===== src/hw/rtl/nfd_to_nfc_byte_stream_macros.svh =====
// ---------------------------------------------------------------------------
// nfd_to_nfc_byte_stream assertion macros
// shared concurrent assertion helpers, clocked on clk_i, off during reset
// ---------------------------------------------------------------------------
`ifndef NFD_TO_NFC_BYTE_STREAM_MACROS_SVH
`define NFD_TO_NFC_BYTE_STREAM_MACROS_SVH

// condition must hold whenever the antecedent holds
`define NFD_ASSERT_IMP(lbl, ante, cons, msg) \
  lbl: assert property (@(posedge clk_i) disable iff (!rst_ni) (ante) |-> (cons)) \
    else $error(msg);

// condition must hold in the cycle after the antecedent
`define NFD_ASSERT_NXT(lbl, ante, cons, msg) \
  lbl: assert property (@(posedge clk_i) disable iff (!rst_ni) (ante) |=> (cons)) \
    else $error(msg);

`endif


===== src/hw/rtl/nfdnfc_pkg.sv =====
// ---------------------------------------------------------------------------
// nfdnfc_pkg
// constants, types and lookup functions for the utf-8 nfd to nfc normalizer
// ---------------------------------------------------------------------------
package nfdnfc_pkg;

  // precomposed lead byte and combining mark prefix
  localparam logic [7:0] LeadC3 = 8'hC3;
  localparam logic [7:0] MarkCC = 8'hCC;

  // most result bytes one input byte can cause
  localparam int unsigned MaxResults = 3;

  // default output queue depth
  localparam int unsigned FifoDepth = 8;

  // held-letter state codes
  localparam logic [1:0] HeldNone = 2'd0;
  localparam logic [1:0] HeldBase = 2'd1;
  localparam logic [1:0] HeldMark = 2'd2;

  // one output queue entry
  typedef struct packed {
    logic [7:0] out_byte;
    logic       run_last;
    logic       output_end;
  } out_ent_t;

  // candidate base letters a, e, i, n, o, u
  function automatic logic is_base(input logic [7:0] b);
    return (b == 8'h61) || (b == 8'h65) || (b == 8'h69) ||
           (b == 8'h6E) || (b == 8'h6F) || (b == 8'h75);
  endfunction

  // second byte of the precomposed form, zero when no match
  function automatic logic [7:0] compose(input logic [7:0] base, input logic [7:0] mark);
    logic [7:0] r;
    r = 8'h00;
    unique case (base)
      8'h61: r = (mark == 8'h80) ? 8'hA0 : ((mark == 8'h81) ? 8'hA1 : 8'h00);
      8'h65: r = (mark == 8'h80) ? 8'hA8 : ((mark == 8'h81) ? 8'hA9 : 8'h00);
      8'h69: r = (mark == 8'h81) ? 8'hAD : 8'h00;
      8'h6E: r = (mark == 8'h83) ? 8'hB1 : 8'h00;
      8'h6F: r = (mark == 8'h81) ? 8'hB3 : 8'h00;
      8'h75: r = (mark == 8'h81) ? 8'hBA : 8'h00;
      default: r = 8'h00;
    endcase
    return r;
  endfunction

  // continuation bytes that follow a leader byte
  function automatic logic [1:0] cont_count(input logic [7:0] b);
    logic [1:0] r;
    if (b[7] == 1'b0) begin
      r = 2'd0;
    end else if ((b & 8'hE0) == 8'hC0) begin
      r = 2'd1;
    end else if ((b & 8'hF0) == 8'hE0) begin
      r = 2'd2;
    end else if ((b & 8'hF8) == 8'hF0) begin
      r = 2'd3;
    end else begin
      r = 2'd0;
    end
    return r;
  endfunction

endpackage


===== src/hw/rtl/nfd_to_nfc_byte_stream.sv =====
// ---------------------------------------------------------------------------
// nfd_to_nfc_byte_stream
// utf-8 byte stream normalizer composing eight fixed decomposed sequences
// ---------------------------------------------------------------------------
// Usage:
//   Input channel (in_valid_i / in_ready_o) takes one utf-8 byte per
//   transaction with string_end_i on the last byte of a string. Output
//   channel (out_valid_o / out_ready_i) gives one normalized byte per
//   transaction; run_last_o marks the last byte caused by one input byte and
//   output_end_o the last byte of the normalized string.
//   An input byte is held in an input register, then the step logic pushes
//   its zero to three result bytes into an output queue in a single write.
//   Throughput: one input byte per cycle while in_ready_o holds, bounded by
//   the output port at one byte per cycle; the queue (FIFO_DEPTH entries)
//   absorbs three-byte bursts. in_ready_o drops when the queue could not take
//   a full three-byte burst. A base letter, and a 0xCC after it, produce
//   nothing until the next byte or string end decides the match.
//   Reset clears the held letter, the continuation count and the queue.
//   When the receiver stalls, the queue fills and then input stalls too.
// ---------------------------------------------------------------------------
module nfd_to_nfc_byte_stream #(
  parameter int unsigned FIFO_DEPTH = nfdnfc_pkg::FifoDepth
) (
  input  logic       clk_i,
  input  logic       rst_ni,
  input  logic       in_valid_i,
  output logic       in_ready_o,
  input  logic [7:0] in_byte_i,
  input  logic       string_end_i,
  output logic       out_valid_o,
  input  logic       out_ready_i,
  output logic [7:0] out_byte_o,
  output logic       run_last_o,
  output logic       output_end_o
);

  `include "nfd_to_nfc_byte_stream_macros.svh"

  localparam int unsigned PtrW = (FIFO_DEPTH > 1) ? $clog2(FIFO_DEPTH) : 1;
  localparam int unsigned CntW = $clog2(FIFO_DEPTH + 1);
  localparam int unsigned SumW = CntW + 1;
  localparam int unsigned ResN = nfdnfc_pkg::MaxResults;

  // input register
  logic       sv_q, sv_d;
  logic [7:0] st_byte_q;
  logic       st_end_q;

  // normalizer state
  logic [1:0] hc_q, hc_d;
  logic [7:0] hb_q, hb_d;
  logic [1:0] sl_q, sl_d;

  // step results
  logic [7:0] res_byte [ResN];
  logic [1:0] push_n;
  logic [7:0] comp_byte;
  logic       do_start;
  nfdnfc_pkg::out_ent_t res_ent [ResN];

  // output queue
  nfdnfc_pkg::out_ent_t fifo_mem [FIFO_DEPTH];
  logic [PtrW-1:0] rd_ptr_q, rd_ptr_d;
  logic [PtrW-1:0] wr_ptr_q, wr_ptr_d;
  logic [CntW-1:0] cnt_q, cnt_d;
  logic [PtrW-1:0] widx [ResN];
  logic [SumW-1:0] widx_sum [ResN];
  logic [SumW-1:0] rd_sum;
  logic [SumW-1:0] ready_sum;
  logic            push_en;
  logic            pop;

  // input handshake, ready only while the queue can absorb a full burst
  assign ready_sum  = SumW'(cnt_q) + (sv_q ? SumW'(ResN) : SumW'(0));
  assign in_ready_o = (ready_sum <= SumW'(FIFO_DEPTH - ResN));
  assign sv_d       = in_valid_i && in_ready_o;

  always_ff @(posedge clk_i or negedge rst_ni) begin
    if (!rst_ni) begin
      sv_q <= 1'b0;
    end else begin
      sv_q <= sv_d;
    end
  end

  always_ff @(posedge clk_i) begin
    if (sv_d) begin
      st_byte_q <= in_byte_i;
      st_end_q  <= string_end_i;
    end
  end

  // one step of the normalizer on the registered byte
  assign comp_byte = nfdnfc_pkg::compose(hb_q, st_byte_q);

  always_comb begin
    for (int k = 0; k < ResN; k++) begin
      res_byte[k] = 8'h00;
    end
    push_n   = 2'd0;
    do_start = 1'b0;
    hc_d     = (hc_q == 2'd3) ? nfdnfc_pkg::HeldNone : hc_q;
    hb_d     = hb_q;
    sl_d     = sl_q;

    if (hc_q == nfdnfc_pkg::HeldMark) begin
      if (comp_byte != 8'h00) begin
        res_byte[push_n] = nfdnfc_pkg::LeadC3;
        push_n = push_n + 2'd1;
        res_byte[push_n] = comp_byte;
        push_n = push_n + 2'd1;
      end else begin
        res_byte[push_n] = hb_q;
        push_n = push_n + 2'd1;
        res_byte[push_n] = nfdnfc_pkg::MarkCC;
        push_n = push_n + 2'd1;
        res_byte[push_n] = st_byte_q;
        push_n = push_n + 2'd1;
      end
      hc_d = nfdnfc_pkg::HeldNone;
      hb_d = 8'h00;
      sl_d = 2'd0;
    end else if (hc_q == nfdnfc_pkg::HeldBase) begin
      if (st_byte_q == nfdnfc_pkg::MarkCC) begin
        hc_d = nfdnfc_pkg::HeldMark;
      end else begin
        res_byte[push_n] = hb_q;
        push_n   = push_n + 2'd1;
        hc_d     = nfdnfc_pkg::HeldNone;
        hb_d     = 8'h00;
        do_start = 1'b1;
      end
    end else if (sl_q != 2'd0) begin
      res_byte[push_n] = st_byte_q;
      push_n = push_n + 2'd1;
      sl_d   = sl_q - 2'd1;
    end else begin
      do_start = 1'b1;
    end

    // codepoint start: hold a base letter, else pass the leader
    if (do_start) begin
      if (nfdnfc_pkg::is_base(st_byte_q)) begin
        hc_d = nfdnfc_pkg::HeldBase;
        hb_d = st_byte_q;
      end else begin
        res_byte[push_n] = st_byte_q;
        push_n = push_n + 2'd1;
        sl_d   = nfdnfc_pkg::cont_count(st_byte_q);
      end
    end

    // string end flushes held bytes and returns to reset state
    if (st_end_q) begin
      if (hc_d != nfdnfc_pkg::HeldNone) begin
        res_byte[push_n] = hb_d;
        push_n = push_n + 2'd1;
      end
      if (hc_d == nfdnfc_pkg::HeldMark) begin
        res_byte[push_n] = nfdnfc_pkg::MarkCC;
        push_n = push_n + 2'd1;
      end
      hc_d = nfdnfc_pkg::HeldNone;
      hb_d = 8'h00;
      sl_d = 2'd0;
    end
  end

  // flags go on the last byte of the run
  always_comb begin
    for (int k = 0; k < ResN; k++) begin
      res_ent[k].out_byte   = res_byte[k];
      res_ent[k].run_last   = (push_n == 2'(k + 1));
      res_ent[k].output_end = (push_n == 2'(k + 1)) && st_end_q;
    end
  end

  always_ff @(posedge clk_i or negedge rst_ni) begin
    if (!rst_ni) begin
      hc_q <= nfdnfc_pkg::HeldNone;
      hb_q <= 8'h00;
      sl_q <= 2'd0;
    end else if (sv_q) begin
      hc_q <= hc_d;
      hb_q <= hb_d;
      sl_q <= sl_d;
    end
  end

  // queue write slots with wrap
  always_comb begin
    for (int k = 0; k < ResN; k++) begin
      widx_sum[k] = SumW'(wr_ptr_q) + SumW'(k);
      if (widx_sum[k] >= SumW'(FIFO_DEPTH)) begin
        widx_sum[k] = widx_sum[k] - SumW'(FIFO_DEPTH);
      end
      widx[k] = widx_sum[k][PtrW-1:0];
    end
  end

  assign push_en = sv_q && (push_n != 2'd0);
  assign pop     = out_valid_o && out_ready_i;

  // pointer and fill count update
  always_comb begin
    rd_sum = SumW'(rd_ptr_q) + SumW'(pop);
    if (rd_sum >= SumW'(FIFO_DEPTH)) begin
      rd_sum = rd_sum - SumW'(FIFO_DEPTH);
    end
    rd_ptr_d = rd_sum[PtrW-1:0];
    wr_ptr_d = push_en ? widx[0] : wr_ptr_q;
    if (push_en) begin
      if (push_n == 2'd1) begin
        wr_ptr_d = widx[1];
      end else if (push_n == 2'd2) begin
        wr_ptr_d = widx[2];
      end else begin
        wr_ptr_d = (widx[2] == PtrW'(FIFO_DEPTH - 1)) ? '0 : widx[2] + PtrW'(1);
      end
    end
    cnt_d = cnt_q + (sv_q ? CntW'(push_n) : CntW'(0)) - CntW'(pop);
  end

  always_ff @(posedge clk_i or negedge rst_ni) begin
    if (!rst_ni) begin
      rd_ptr_q <= '0;
      wr_ptr_q <= '0;
      cnt_q    <= '0;
    end else begin
      rd_ptr_q <= rd_ptr_d;
      wr_ptr_q <= wr_ptr_d;
      cnt_q    <= cnt_d;
    end
  end

  // queue storage
  always_ff @(posedge clk_i) begin
    if (sv_q) begin
      for (int k = 0; k < ResN; k++) begin
        if (push_n > 2'(k)) begin
          fifo_mem[widx[k]] <= res_ent[k];
        end
      end
    end
  end

  // output port
  assign out_valid_o  = (cnt_q != '0);
  assign out_byte_o   = fifo_mem[rd_ptr_q].out_byte;
  assign run_last_o   = fifo_mem[rd_ptr_q].run_last;
  assign output_end_o = fifo_mem[rd_ptr_q].output_end;

  // checks
  `NFD_ASSERT_IMP(a_room_for_burst, sv_q, (SumW'(cnt_q) + SumW'(ResN)) <= SumW'(FIFO_DEPTH),
    "output queue lacks room for a result burst")
  `NFD_ASSERT_IMP(a_held_state_valid, 1'b1, hc_q != 2'd3, "held count reached unused code")
  `NFD_ASSERT_IMP(a_held_is_base, hc_q != nfdnfc_pkg::HeldNone, nfdnfc_pkg::is_base(hb_q),
    "held letter is not a base letter")
  `NFD_ASSERT_NXT(a_end_clears, sv_q && st_end_q,
    (hc_q == nfdnfc_pkg::HeldNone) && (sl_q == 2'd0), "string end did not clear state")
  `NFD_ASSERT_IMP(a_no_mark_with_skip, hc_q != nfdnfc_pkg::HeldNone, sl_q == 2'd0,
    "letter held inside a multi-byte codepoint")

endmodule

===== config.mk =====
export PLATFORM = sky130hd
export DESIGN_NAME = nfd_to_nfc_byte_stream
export DESIGN_NICKNAME = d
export VERILOG_FILES = /design/src/hw/rtl/nfdnfc_pkg.sv /design/src/hw/rtl/nfd_to_nfc_byte_stream.sv
export VERILOG_INCLUDE_DIRS = /design/src /design/src/hw/rtl
export SDC_FILE = /design/constraint.sdc
export NUM_CORES = 1
export LEC_CHECK = 0
export BUFFER_PORTS_ARGS = -buffer_cell sky130_fd_sc_hd__buf_2
export CAP_MARGIN = 20
export CORE_MARGIN = 8
export CORE_UTILIZATION = 60
export DETAILED_ROUTE_END_ITERATION = 10
export PLACE_DENSITY = 0.78
export SLEW_MARGIN = 15
export SYNTH_ARGS = -nofsm -noshare
export SYNTH_HDL_FRONTEND = slang
export SYNTH_SLANG_ARGS = --single-unit

===== constraint.sdc =====
create_clock -name clk_i -period 8.9 [get_ports clk_i]
set_clock_uncertainty 0.05 [all_clocks]
set_input_delay 1.335 -clock clk_i [delete_from_list [all_inputs] [get_ports clk_i]]
set_output_delay 1.335 -clock clk_i [all_outputs]
set_load 0.05 [all_outputs]

==> flow_summary.json, run 1 <==
{
  "critical_path.endpoint_type": "flip-flop",
  "path_cells": "or4b_4 > or3_4 > a21oi_4 > a31oi_2 > and2_1 > ha_1 > a21oi_1 > ha_1 > nor4_2 > a41oi_1 > o21ai_2 > nand4_1 > nand2_1 > a21o_1",
  "pre_cts_slack_ps": 3060,
  "gp_congestion": 1.01,
  "rsz0062_at_grt": "false",
  "setup_ws_ps": 2950,
  "diodes": 0,
  "fin_setup_tns_ps": 0,
  "pwr_density_cell_nw_per_um2": 283,
  "syn-num-nets": 812,
  "switching_share_pct": 42.9,
  "r2r_cells": 14,
  "ys_ff_latch": 112,
  "setup_violations": 0,
  "post_cts_buffers": 0,
  "dieArea_um2": 17000,
  "cpLargestDelayFamily": "simple AND/OR/NAND/NOR gates",
  "num_vias": 6488,
  "cp_max_fo": 20,
  "utilization_pct": 63.3,
  "cts_resized": 0,
  "antenna_found_initial": 0,
  "clock-root-buffer": "clkbuf_16",
  "grt_usage_pct": 27.8,
  "r2r-end": "fifo_mem[0][6]",
  "critPathKind": "reg -> reg",
  "first_global_vias": 6250,
  "syn_to_final_growth_pct": 4.82,
  "tightest_slew_ps": 1120,
  "intPower_uw": 1330,
  "use_met2_pct": 45.9,
  "grt_max_degree": 28,
  "clk_pin_slew_ps": 70,
  "synth_top_cell_by_area": "edfxtp_1",
  "core_area_um2": 13000,
  "min_path_type": "reg -> reg",
  "syn_avg_cell_area_um2": 10.2,
  "drcViolationCount": 0,
  "cts_buffers": 9,
  "synth-edff-count": 89,
  "period_needed_ps": 5950,
  "cpMostUsedCell": "ha_1",
  "yosysSeqAreaShare_pct": 41.3,
  "synth_most_common_cell": "nand2_1",
  "crit_start": "st_byte_q[2]",
  "finalWirelength_um": 22800,
  "cpPeakStageDelay_ps": 910,
  "cts_buffer_depth": 2,
  "grt_overflow": 0,
  "ys_async_sr_fraction_pct": 20.5,
  "p_leak_uw": 0.00312,
  "yosysWarnings": 0,
  "fmax_mhz": 168,
  "ir_drop_mv": 0.223,
  "r2r_setup_slack_ps": 2950,
  "min_period_over_period_pct": 66.9,
  "synthTopCellsByArea": "edfxtp_1 34%, dfrtp_1 7.3%, mux4_2 5.7%, nand2_1 4.7%, ha_1 3.8%",
  "pwr-share-clk_pct": 18.9,
  "cts.sinks": 112,
  "vias_per_cell": 6.94,
  "rows": 42,
  "drtAntennaViolNets": 0,
  "synth_cells": 773,
  "worstReg2RegStart": "st_byte_q[2]",
  "outcome": "complete, no violations",
  "drive_gt1_share_pct": 15.0,
  "top_usage_layer": "met2",
  "postCtsHoldBufs": 0,
  "grt_util_met1_pct": 35.3,
  "hp-start": "cnt_q[0]",
  "start_util_pct": 60.4,
  "grt_util_met3_pct": 4.67,
  "wl_per_cell_um": 24.3,
  "switchingPower_uw": 999,
  "combPwrFrac_pct": 45.7,
  "syn_area_um2": 7870,
  "grt_pass1_wl_um": 35700,
  "hold_path_end": "cnt_q[0]",
  "maxCapViolCount": 0,
  "place_hpwl_um": 16700,
  "hold_viol_final": 0,
  "ios": 25,
  "cp.required_ps": 8870,
  "ys.flop_type": "edfxtp_1",
  "dr.pass1.iters": 6,
  "synthDistinctLibCells": 94,
  "cp_num_buf_inv": 0,
  "port_buffers": 24,
  "seq_power_share_pct": 35.4,
  "drtIter0Drc": 814,
  "arrival_ps": 5930,
  "die_w_um": 131,
  "cts_tree": "yes",
  "die_y_um": 131,
  "min_path_cells": 1,
  "final_nets": 793,
  "insertion_delay_ps": 360,
  "maxSlewViolCount": 0,
  "start_kind": "flip-flop",
  "max_slew_margin_pct": 24.9,
  "h-tree-depth": 3,
  "critPathSlowestCell": "o21ai_2",
  "yosysTopAreaCellShare_pct": 34.0,
  "synthTopCellsByCount": "98 x nand2_1, 89 x edfxtp_1, 43 x a21oi_1"
}
## layer usage
layer / share of wire, % / wire [um]
met1: 39 / 8960
met2: 48 / 11000
met3: 8.1 / 1840
met5: 0 / 0
met4: 4.1 / 944
## worst max path at each step
stage | end | cells past startpoint
after floorplan | cnt_q[3] | 21
after global placement | fifo_mem[0][3] | 14
after detailed placement | fifo_mem[0][3] | 14
after CTS | fifo_mem[0][6] | 14
after global routing | fifo_mem[0][1] | 14
final | fifo_mem[0][6] | 14
## worst register-to-register path, cell delays in order, from the launching register on
cell and delay (ps):
edfxtp_1 570, or4b_4 630, or3_4 370, a21oi_4 180, a31oi_2 110, and2_1 250
ha_1 310, a21oi_1 190, ha_1 280, nor4_2 260, a41oi_1 140, o21ai_2 910
nand4_1 720, nand2_1 270, a21o_1 360
## cell type report
cell class	instances	area, um2
Inverter	26	97.6
Clock inverter	5	86.3
Multi-Input combinational cell	580	4240
Clock buffer	11	233
Tap cell	176	220
Sequential cell	112	3250
Timing Repair Buffer	25	128
Fill cell	1050	4780
## sequential cells by signal (all words and copies together), names as in the netlist
name,count
rd_ptr_q,3
hb_q,8
wr_ptr_q,3
hc_q,2
st_byte_q,8
sv_q,1
st_end_q,1
fifo_mem,80
cnt_q,4
sl_q,2
## per-stage QoR
step           hold slack, ps  power (uW)  instances  area (um2)
6_report                  532        2330        935        8250
5_1_grt                   563        2440        935        8250
4_1_cts                   536        2330        935        8250
3_5_place_dp              518        1890        919        7930
3_3_place_gp              481        1840        919        7930
2_1_floorplan             447        1600        773        7870
## power by group through the flow
stage | clock (uW) | sequential, uW | combinational [uW]
finish | 441 | 824 | 1060
global route | 459 | 837 | 1140
CTS | 443 | 823 | 1060
detailed placement | 0 | 832 | 1050
global placement | 0 | 822 | 1020
floorplan | 0 | 735 | 869
## layout by cell type (no fill, tap or decap), drive strengths merged, types with 3 or more instances in the layout
cell type  count
clkbuf        11
nor2          43
a31o           3
a21o          14
nor3b          3
or3            4
a221oi         6
edfxtp        89
nand4          9
xnor2          4
nand2         98
and2          16
a31oi         16
dfrtp         23
or4            5
ha            24
a211oi         8
nor4           5
o211ai        22
nand2b         8
buf           25
mux2          11
mux4          20
inv           28
and3           9
xor2           3
o21ai         55
mux2i         16
nor3          20
a21oi         46
nand3         24
o22ai         21
o221ai         9
a22oi          6
nor2b          5
a22o           4
nand3b         3
## logic make-up after synthesis
| group | share of synthesized area (%) |
|---|---|
| simple gates | 18.3 |
| compound gates | 20.9 |
| flops | 41.3 |
| buf+inv | 4.95 |
| mux | 9.33 |
| fa+ha+maj | 4.45 |
| xor+xnor | 0.779 |
(Power assumes the default switching activity.)
==> run 2, diff against run 1 <==
- CORE_UTILIZATION: 60 -> 57
- clock period: 8.9 -> 4.98 ns (I/O delays scaled with it)
==> run 2 against run 1 <==
Die area grew 4.6%. Worst hold slack lost 190 ps. Global-route usage shrank 1.2 points. Critical path depth grew 2. Design area grew 5.1%. Critical endpoint is now fifo_mem[5][6]. Largest cell class unchanged.
==> flow_summary.json, run 2 (synthesized netlist as in run 1, its figures left out) <==
{
  "max_slew_margin_pct": 33.3,
  "syn_to_final_growth_pct": 10.2,
  "dieArea_um2": 17800,
  "grt_usage_pct": 26.5,
  "layout_commonest_cell": "nand2_1",
  "num_vias": 6703,
  "grt_max_degree": 28,
  "die_y_um": 133,
  "ir_drop_mv": 0.361,
  "path_cells": "buf_4 > nor4_1 > a21oi_1 > nand3_1 > o221ai_2 > and2_1 > ha_1 > a21oi_1 > ha_1 > nor4_2 > a41oi_1 > o21a_2 > or3_1 > nand2_1 > a21o_1 > buf_12",
  "wl_per_cell_um": 23.8,
  "cts_tree": "yes",
  "fin_setup_tns_ps": 0,
  "cts.sinks": 112,
  "rows": 43,
  "cpPeakStageDelay_ps": 570,
  "critPathSlowestCell": "or3_1",
  "period_needed_ps": 4760,
  "clk_pin_slew_ps": 70,
  "drive_gt1_share_pct": 21.5,
  "port_buffers": 24,
  "drtIter0Drc": 874,
  "cts_buffer_depth": 2,
  "gp_congestion": 1.03,
  "drcViolationCount": 0,
  "final_cell_mix": "98 x nand2_1, 89 x edfxtp_1, 53 x buf_4, 43 x a21oi_1, 42 x nor2_1",
  "postCtsHoldBufs": 0,
  "start_util_pct": 57.6,
  "final_nets": 847,
  "drtAntennaViolNets": 0,
  "cp.required_ps": 5000,
  "largest_reg_flops": 80,
  "pwr_density_cell_nw_per_um2": 480,
  "p_leak_uw": 0.00336,
  "cts_buffers": 9,
  "first_global_vias": 6635,
  "hold_viol_final": 0,
  "tightest_slew_ps": 1000,
  "critPathKind": "reg -> reg",
  "start_kind": "flip-flop",
  "place_hpwl_um": 17500,
  "ios": 25,
  "maxCapViolCount": 0,
  "maxSlewViolCount": 0,
  "antenna_found_initial": 0,
  "crit_start": "st_byte_q[1]",
  "core_area_um2": 13700,
  "critical_path.endpoint_type": "flip-flop",
  "rsz0062_at_grt": "false",
  "cp_max_fo": 11,
  "clock-root-buffer": "clkbuf_16",
  "dr.pass1.iters": 7,
  "vias_per_cell": 6.75,
  "min_path_type": "in -> async",
  "finalWirelength_um": 23600,
  "grt_overflow": 0,
  "arrival_ps": 4780,
  "grt_pass1_wl_um": 36800,
  "h-tree-depth": 3,
  "die_w_um": 133,
  "fmax_mhz": 210,
  "insertion_delay_ps": 360,
  "outcome": "complete, no violations",
  "min_period_over_period_pct": 95.6,
  "setup_violations": 0,
  "utilization_pct": 63.4,
  "diodes": 0,
  "worstReg2RegStart": "st_byte_q[1]"
}
run 2: cell count changes in the layout (fill, tap and decap cells not counted), sizes merged:
cell      change
buf          +54
bufinv        -2
clkinvlp      +2
run 2: path summary, 6_finish.rpt:
| path | slack, ps | to | cells past startpoint |
|---|---|---|---|
| max | 220 | fifo_mem[5][6] | 16 |
| max in group asynchronous | 4100 | hb_q[4] | 1 |
| max reg2reg | 220 | fifo_mem[5][6] | 16 |
| min reg2reg | 520 | cnt_q[0] | 1 |
| min in group clk_i | 510 | st_end_q | 1 |
| min | 350 | rd_ptr_q[2] | 1 |
run 2: timing repair:
| action | in CTS | in global routing |
|---|---|---|
| setup endpoints to repair | 0 | 94 |
| buffers inserted | 0 | 3 |
| resized for setup | 0 | 6 |
run 2: power by group:
group / leakage [uW] / internal [uW] / total [uW] / switching [uW]
combinational: 0.00213 / 763 / 2020 / 1260
sequential: 0.00110 / 1230 / 1430 / 197
clock: 0.000134 / 359 / 716 / 357
total: 0.00336 / 2350 / 4160 / 1810
run 2: per-stage QoR:
stage          total power (uW)  instances  hold slack (ps)  setup slack (ps)  cell area [um2]
4_1_cts                    4130        990              368               163             8620
3_5_place_dp               3420        974              485               226             8340
2_1_floorplan              2870        773              401               120             7870
3_3_place_gp               3360        974              489               321             8340
5_1_grt                    4340        993              401             0.154             8670
6_report                   4160        993              345               220             8670
run 2: layout make-up:
cell class / count / area [um2]
clock inverters: 5 / 40.0
fillers: 1116 / 5000
repair buffers: 79 / 558
flip-flops and latches: 112 / 3250
clock buffers: 11 / 243
inverters: 26 / 97.6
well taps: 180 / 225
multi-input cells: 580 / 4260
run 2: routing by layer:
metal	vias to the layer above	GRT usage, %	routed length [um]
met3	69	3.43	1710
li1	3034	-	-
met5	-	0	0
met4	0	12.9	810
met1	3229	30.4	8830
met2	371	47.7	12300
run 2: critical path: cells and delay by family, from the launching register on:
family                     cells  cell delay (ps)
and+or+nand+nor                6             1890
AOI/OAI and AO/OA              6             1160
adders and majority gates      2              590
DFF                            1              440
buffers and inverters          2              340
